**config.mk**
```make
export PLATFORM = sky130hd
export DESIGN_NAME = mi3_fifo
export DESIGN_NICKNAME = d
export VERILOG_FILES = /design/src/mi3_pkg.sv /design/src/mi3_fifo.sv
export SDC_FILE = /design/constraint.sdc
export NUM_CORES = 2
export LEC_CHECK = 0
export BUFFER_PORTS_ARGS = -buffer_cell sky130_fd_sc_hd__buf_4
export CORE_AREA = 2 2 537 539
export DETAILED_ROUTE_END_ITERATION = 10
export DIE_AREA = 0 0 539 541
export PLACE_DENSITY = 0.51
export SLEW_MARGIN = 10
export SYNTH_ARGS = -nofsm -noshare
export SYNTH_HDL_FRONTEND = slang
export SYNTH_SLANG_ARGS = --single-unit
```
**constraint.sdc**
```tcl
create_clock -name clock -period 19.59 [get_ports clock]
set_input_delay 0.9795 -clock clock [delete_from_list [all_inputs] [get_ports clock]]
set_output_delay 0.9795 -clock clock [all_outputs]
set_load 0.01 [all_outputs]
```
**src/mi3_pkg.sv**
```systemverilog
// constants, types and index tables for the 3x3 matrix inverse
// no dependencies
package mi3_pkg;

   localparam int ELEM_W  = 32;
   localparam int NELEM   = 9;
   localparam int NDIM    = 3;
   localparam int NTERM   = 6;
   localparam int PROD_W  = 2 * ELEM_W;
   localparam int PPL_W   = PROD_W + 1;
   localparam int DET_W   = 98;
   localparam int DMAG_W  = 96;
   localparam int COF_W   = 64;
   localparam int FRAC_W  = 32;
   localparam int REM_W   = COF_W + FRAC_W;
   localparam int THR_W   = 31;
   localparam int Q_W     = 33;
   localparam int CMP_W   = DMAG_W + Q_W + 1;
   localparam int FIFO_DEPTH = 4;
   localparam int FIFO_AW    = 2;

   // Sarrus terms: a * b * c, subtracted where TERM_MINUS is set
   localparam int TERM_A [NTERM] = '{0, 6, 1, 7, 2, 8};
   localparam int TERM_B [NTERM] = '{4, 4, 5, 5, 3, 3};
   localparam int TERM_C [NTERM] = '{8, 2, 6, 0, 7, 1};
   localparam bit TERM_MINUS [NTERM] = '{1'b0, 1'b1, 1'b0, 1'b1, 1'b0, 1'b1};

   // the two rows (or columns) left over when one is struck out
   localparam int OTHER_LO [NDIM] = '{1, 0, 0};
   localparam int OTHER_HI [NDIM] = '{2, 2, 1};

   localparam logic [ELEM_W-1:0] SAT_POS = 32'h7fff_ffff;
   localparam logic [ELEM_W-1:0] SAT_NEG = 32'h8000_0000;
   localparam logic [Q_W-1:0] Q_POS_LIM = Q_W'(SAT_POS);
   localparam logic [Q_W-1:0] Q_NEG_LIM = Q_W'(SAT_NEG);

   typedef logic signed [ELEM_W-1:0] elem_type;

   typedef struct packed {
      logic [NELEM-1:0][COF_W-1:0] cof_mag;
      logic [NELEM-1:0]            cof_neg;
      logic [DMAG_W-1:0]           dmag;
      logic                        dneg;
      logic                        singular;
   } job_type;

   typedef struct packed {
      logic full;
      logic empty;
   } fifo_stat_type;

endpackage

```
**src/mi3_fifo.sv**
```systemverilog
// short job queue between determinant front end and divider back end
// depends on mi3_pkg
module mi3_fifo (
   input  logic                  clock,
   input  logic                  reset,
   input  logic                  push,
   input  mi3_pkg::job_type      push_data,
   input  logic                  pop,
   output mi3_pkg::job_type      pop_data,
   output mi3_pkg::fifo_stat_type stat
);

   mi3_pkg::job_type mem_ff [mi3_pkg::FIFO_DEPTH];
   logic [mi3_pkg::FIFO_AW-1:0] wr_ptr_ff, wr_ptr_in;
   logic [mi3_pkg::FIFO_AW-1:0] rd_ptr_ff, rd_ptr_in;
   logic [mi3_pkg::FIFO_AW:0]   cnt_ff, cnt_in;

   always_comb begin
      wr_ptr_in = push ? wr_ptr_ff + mi3_pkg::FIFO_AW'(1) : wr_ptr_ff;
      rd_ptr_in = pop ? rd_ptr_ff + mi3_pkg::FIFO_AW'(1) : rd_ptr_ff;
      cnt_in = cnt_ff;
      if (push && !pop) begin
         cnt_in = cnt_ff + (mi3_pkg::FIFO_AW + 1)'(1);
      end else if (pop && !push) begin
         cnt_in = cnt_ff - (mi3_pkg::FIFO_AW + 1)'(1);
      end
   end

   always_ff @(posedge clock) begin
      if (reset) begin
         wr_ptr_ff <= '0;
         rd_ptr_ff <= '0;
         cnt_ff    <= '0;
      end else begin
         wr_ptr_ff <= wr_ptr_in;
         rd_ptr_ff <= rd_ptr_in;
         cnt_ff    <= cnt_in;
      end
      if (push) begin
         mem_ff[wr_ptr_ff] <= push_data;
      end
   end

   assign pop_data   = mem_ff[rd_ptr_ff];
   assign stat.full  = (cnt_ff == (mi3_pkg::FIFO_AW + 1)'(mi3_pkg::FIFO_DEPTH));
   assign stat.empty = (cnt_ff == '0);

endmodule

```
# Word-level counts from Yosys, hierarchy flattened
# Memories as Yosys holds them, arrays and structs flattened. A register that Yosys moved wholly into a read port is not among the register bits.
# Cells that the tools add are included.
# W data, S select, Z words.
# totals
register_bits	7
ramBits	2732
in_bits	687
out_inout_bits	685
word_cells	21
memories	1
# op_classes
addsub	4
n_eq_ne	1
mux	6
n_reduce_logical	6
# memory_table
name	depth	width	rd	rd_ports_with_merged_regs	write_ports	line	rtl
mem_ff	4	683	1	1	1	mi3_fifo.sv:13	mi3_pkg::job_type mem_ff [mi3_pkg::FIFO_DEPTH];
# ops
op	count
$mux W3	2
$add A2 B1 Y2 const B	2
$mux W2	2
$add A3 B1 Y3 const B	1
$eq A3 B3 Y1 const B	1
$logic_not A3 Y1	1
$sub A3 B1 Y3 const B	1
$logic_and A1 B1 Y1	2
$logic_not A1 Y1	2
$mux W1	2
$reduce_bool A2 Y1	1

# Depth between registers and ports, before layout
# logic_depth
word_depth	4
mapped_depth	7
mapped_depth_nobuf	7

# Least setup slack after synthesis
# No wires, ideal clock.
# synth_timing
path_kind	input-to-reg
from	input port push
to	memory mem_ff[0][0] (netlist bit), enable pin
setup_time_ns	1.137
t_arrival_ns	16.282
required_ns	18.453
slack_ns	2.171
cell_stages	1
path_buffers	0
path_cell_list	and2_1
# synth_via
elab_chain_cells	2
# synth_rtl
item	line	rtl
start: declaration	mi3_fifo.sv:6	input logic push,
$mux W1	mi3_fifo.sv:39	if (push) begin
$mux W1 (not written as such)	mi3_fifo.sv:40	mem_ff[wr_ptr_ff] <= push_data;
end: declaration	mi3_fifo.sv:13	
# No other way between the ends.

==> results list <==
- In this run the critical register-to-register path is launched from wr_ptr_ff[0].
- The worst pin sits at a relative slew slack of 21.0%.
- Worst Tran Pin Value: approximately 1.2 ns
* Number of buffers added by the clock tree synthesis step: 303
* Arr. time, crit path: a little under 6 ns
- Summing the sequential cell areas from Yosys gives 82.4% of the chip area.
- After routing the design area is 123000 µm².
- Final Net Count: 5899
- At the end of routability-driven placement, the weighted congestion stood at 0.787.
- Post-synthesis net count: 4304
- After synthesis the netlist holds a flip-flop and latch count of about 2700.
- Among all flip-flop cells after synthesis, the most frequent one is sky130_fd_sc_hd__edfxtp_1.
* Ratio of cells with drive above 1 in the final layout: 46.8%
- After clock tree synthesis, the clock-pin slew on the worst setup and hold paths is 0.06 ns.
- The internal power of the cells totals 10.6 mW.
- For this block, the routed nets add up to 270 mm of wire.
- Sw Ratio: 23.1%
- Dividing the detail-routed via count by the number of cells gives 4.95.
- The root buffer cell chosen for the clock tree is sky130_fd_sc_hd__clkbuf_16.
- Dividing the final minimum period by the clock period gives 35.4%.
- Synthesis-to-finish area growth: 23.5%
* Antenna Violating Nets Remaining: 0
* Initial standard-cell utilization of the core: 34.8%
* TritonCTS clock tree: built
* Leading cell type by number of instances after synthesis: sky130_fd_sc_hd__edfxtp_1
- During synthesis, Yosys emitted a total of 0 warnings.
- Share of the synthesized area in the top cell type: between 80% and 90%
- The worst hold path terminates at mem_ff[3][470].
- Min cycle time layout: slightly below 7 ns
* Post-place setup slack: 13.45 ns
- Across every metal layer, demand over resource in global routing totals a little under a fifth.
- Sorting the synthesized cells by area gives the leading types as sky130_fd_sc_hd__edfxtp_1, sky130_fd_sc_hd__mux4_2, sky130_fd_sc_hd__buf_12.
- Pins Over Slew Limit: 0
- Max FO, Critical Path: 62
- The synthesized design contains 2732 enable-type register cells.
- Setup violations remaining at the end of the flow were counted as 0.
- Hold Violations, Final: 0
- Count of input and output buffers: 1371
* Largest net degree at the start of global routing: between 100 and 150
- Of all cell types, the one taking the most synthesized area is sky130_fd_sc_hd__edfxtp_1.
* Worst setup margin: 12.66 ns
- Pwr/cell area: 112 nW/µm²
* Hold_buf cts: 0
- The floorplan step defined a core boundary enclosing 286000 µm².
* Cell count of the worst hold path: 1
* Setup TNS: 0 ns
* Detailed Route Iter0 Violations: 3498
- Across all layers, the routed design uses 45800 vias.
- Launch point of the worst hold path: push_data[470]
- After detailed routing, the number of remaining DRC violations is 0.
- Top Ports: 1372
- The flow ran to the end, and the final reports show no timing, DRC or antenna violations.
- Data required time at the worst endpoint: around 19 ns
- The setup path with the least slack is of type reg -> out.
- STA classifies the critical path endpoint as an output pin.
- In this run the post-CTS setup repair buffer count came out at 0.
- Design Power: roughly 14 mW
* Area of the die: 292000 µm²
* Number of global-route vias before repair: 47800
* Clk sink count: 2741
- Number of gates resized after CTS: 0
* Static Leak: between 40 and 50 nW
* Number of filler instances in the final layout: 24700
- STA classifies the critical path startpoint as a register.
- VDD sags by at most 0.0000909 V.
- In this run the deepest clock path goes through 4 buffers.
* Reg-to-reg endpoint: mem_ff[0][547]
- In this run, flip-flops and latches consume 49.4% of the power.
* H-Tree Depth: 5
- Number of distinct standard cells referenced by the synthesized netlist: 22
* Fraction of registers with async set/reset: 0%
- Setup repair after global routing left no endpoint under its margin.
* Fin Clk Skew: a little under 0.03 ns
* Cells on worst reg2reg path: 8
- After global routing the overflow that remains totals 0.
- The first global-routing pass estimated 374 mm of wire.
- In this run the power spent charging and discharging nets is ~3.2 mW.
* Iteration count of the initial detailed-routing pass: 5
- Synthesis produced 3611 cells.
- Half-perimeter wire length of the detailed placement result: between 150 and 200 mm
- FMAX: 144 MHz
* Routed wire length per instance: 29.2 µm
* Floorplan die width: between 500 and 600 µm
- In this run the core area contains between 150 and 200 standard-cell rows.
- The initial antenna violation count was 98.
- Class of the most critical hold timing path: in -> reg
* Combinational cell fraction of total power: ~11%
- Flop2flop setup slack: ~14 ns
- Summing all placed instances gives a cell area of 114000 µm².
- In this run the vertical extent of the chip is 541 µm.
- After synthesis the cells add up to between 90000 and 100000 µm².
- Each instance of the synthesized netlist takes up on average 27.6 µm².
- Max-cap violations: 0
* Clock latency of the later-clocked register in the worst-skew pair: 0.87 ns
* Part of the power in the clock network: 39.6%
- Most used standard cells in the synthesized netlist: sky130_fd_sc_hd__edfxtp_1, sky130_fd_sc_hd__mux4_2, sky130_fd_sc_hd__buf_12, sky130_fd_sc_hd__buf_2, sky130_fd_sc_hd__dfxtp_1
==> worst max path at each step <==
stage | end | slack (ns)
floorplan | mem_ff[0][0] | 2.17
global placement | pop_data[342] | 13.47
detailed placement | pop_data[324] | 13.45
CTS | pop_data[324] | 12.49
global route | pop_data[306] | 12.37
finish | pop_data[324] | 12.66
==> power by group through the flow <==
stage          Clock, mW  Sequential (mW)  Combinational [mW]
2_1_floorplan          0             7.11               0.759
3_3_place_gp           0             6.93                1.55
3_5_place_dp           0             6.94                1.55
4_1_cts             5.61             6.81                1.55
5_1_grt             5.83             6.83                1.60
6_report            5.47             6.81                1.51
==> stage by stage <==
step                      hold slack (ns)  util (%)  cells
after floorplan                     0.466         -   3611
after global placement              0.490      39.6   8682
after detailed placement            0.508      39.6   8682
after CTS                           0.182      43.0   9220
after global routing                0.216      43.0   9232
final                               0.279      43.0   9254
==> per-layer routing <==
metal / track usage (%) / routed length (µm)
met5: 0 / 684
met4: 5.38 / 7480
met3: 9.21 / 31100
met2: 29.7 / 132000
met1: 20.5 / 98600
==> cell usage in the layout (no fill, tap or decap) <==
| cell type | instances |
|---|---|
| sky130_fd_sc_hd__a21oi_1 | 1 |
| sky130_fd_sc_hd__and2_4 | 4 |
| sky130_fd_sc_hd__buf_12 | 8 |
| sky130_fd_sc_hd__buf_4 | 1435 |
| sky130_fd_sc_hd__bufinv_16 | 21 |
| sky130_fd_sc_hd__clkbuf_1 | 58 |
| sky130_fd_sc_hd__clkbuf_16 | 306 |
| sky130_fd_sc_hd__clkinv_1 | 67 |
| sky130_fd_sc_hd__clkinv_16 | 3 |
| sky130_fd_sc_hd__clkinv_2 | 51 |
| sky130_fd_sc_hd__clkinv_4 | 2 |
| sky130_fd_sc_hd__clkinv_8 | 9 |
| sky130_fd_sc_hd__clkinvlp_4 | 8 |
| sky130_fd_sc_hd__dfxtp_1 | 7 |
| sky130_fd_sc_hd__dfxtp_4 | 2 |
| sky130_fd_sc_hd__diode_2 | 34 |
| sky130_fd_sc_hd__edfxtp_1 | 2732 |
| sky130_fd_sc_hd__fa_1 | 1 |
| sky130_fd_sc_hd__ha_1 | 5 |
| sky130_fd_sc_hd__inv_1 | 4 |
| sky130_fd_sc_hd__inv_16 | 7 |
| sky130_fd_sc_hd__inv_6 | 6 |
| sky130_fd_sc_hd__mux2i_1 | 2 |
| sky130_fd_sc_hd__mux4_2 | 683 |
| sky130_fd_sc_hd__nand2_1 | 1 |
| sky130_fd_sc_hd__nor2_1 | 7 |
| sky130_fd_sc_hd__nor3_1 | 1 |
| sky130_fd_sc_hd__nor3b_1 | 1 |
| sky130_fd_sc_hd__o21ai_0 | 1 |
| sky130_fd_sc_hd__or3_1 | 1 |
| sky130_fd_sc_hd__xnor2_1 | 2 |
| sky130_fd_sc_hd__xor2_1 | 3 |
==> registers in the layout, indices dropped and copies added (netlist names), named ones only <==
register,flops
wr_ptr_ff,2
mem_ff,2732
rd_ptr_ff,2
cnt_ff,3
==> cells by family (layout without fill, tap and decap cells) <==
logic type | count (synthesis) | count (layout) | share of synthesized area [%]
AO/OA/AOI/OAI | 2 | 2 | 0.0100
XOR/XNOR | 5 | 5 | 0.0439
adder cells (fa/ha/maj) | 6 | 6 | 0.0828
buffers and inverters | 157 | 1985 | 1.90
flip-flops | 2741 | 2741 | 82.4
multiplexers | 685 | 685 | 15.4
other | 0 | 34 | 0
AND/OR/NAND/NOR | 15 | 15 | 0.0740
==> area by class of cell <==
cell class | instances | area, µm² | share of cell area (%)
clock inverter | 174 | 1640 | 1.34
inverter | 4 | 15.0 | 0.0122
antenna | 34 | 85.1 | 0.0691
tap | 3781 | 4730 | 3.84
multi-input combinational | 713 | 15600 | 12.7
clock buffer | 364 | 7880 | 6.40
timing repair buffer | 1443 | 10900 | 8.88
sequential | 2741 | 82200 | 66.8
==> worst max-delay path, stage by stage (launching register included) <==
cell                      delay (ns)
sky130_fd_sc_hd__dfxtp_4        1.01
sky130_fd_sc_hd__buf_4          0.85
sky130_fd_sc_hd__buf_4          0.82
sky130_fd_sc_hd__buf_4          0.74
sky130_fd_sc_hd__buf_4          0.78
sky130_fd_sc_hd__mux4_2         0.42
sky130_fd_sc_hd__buf_4          0.16
Note: power is estimated with default switching activity, not from simulation.
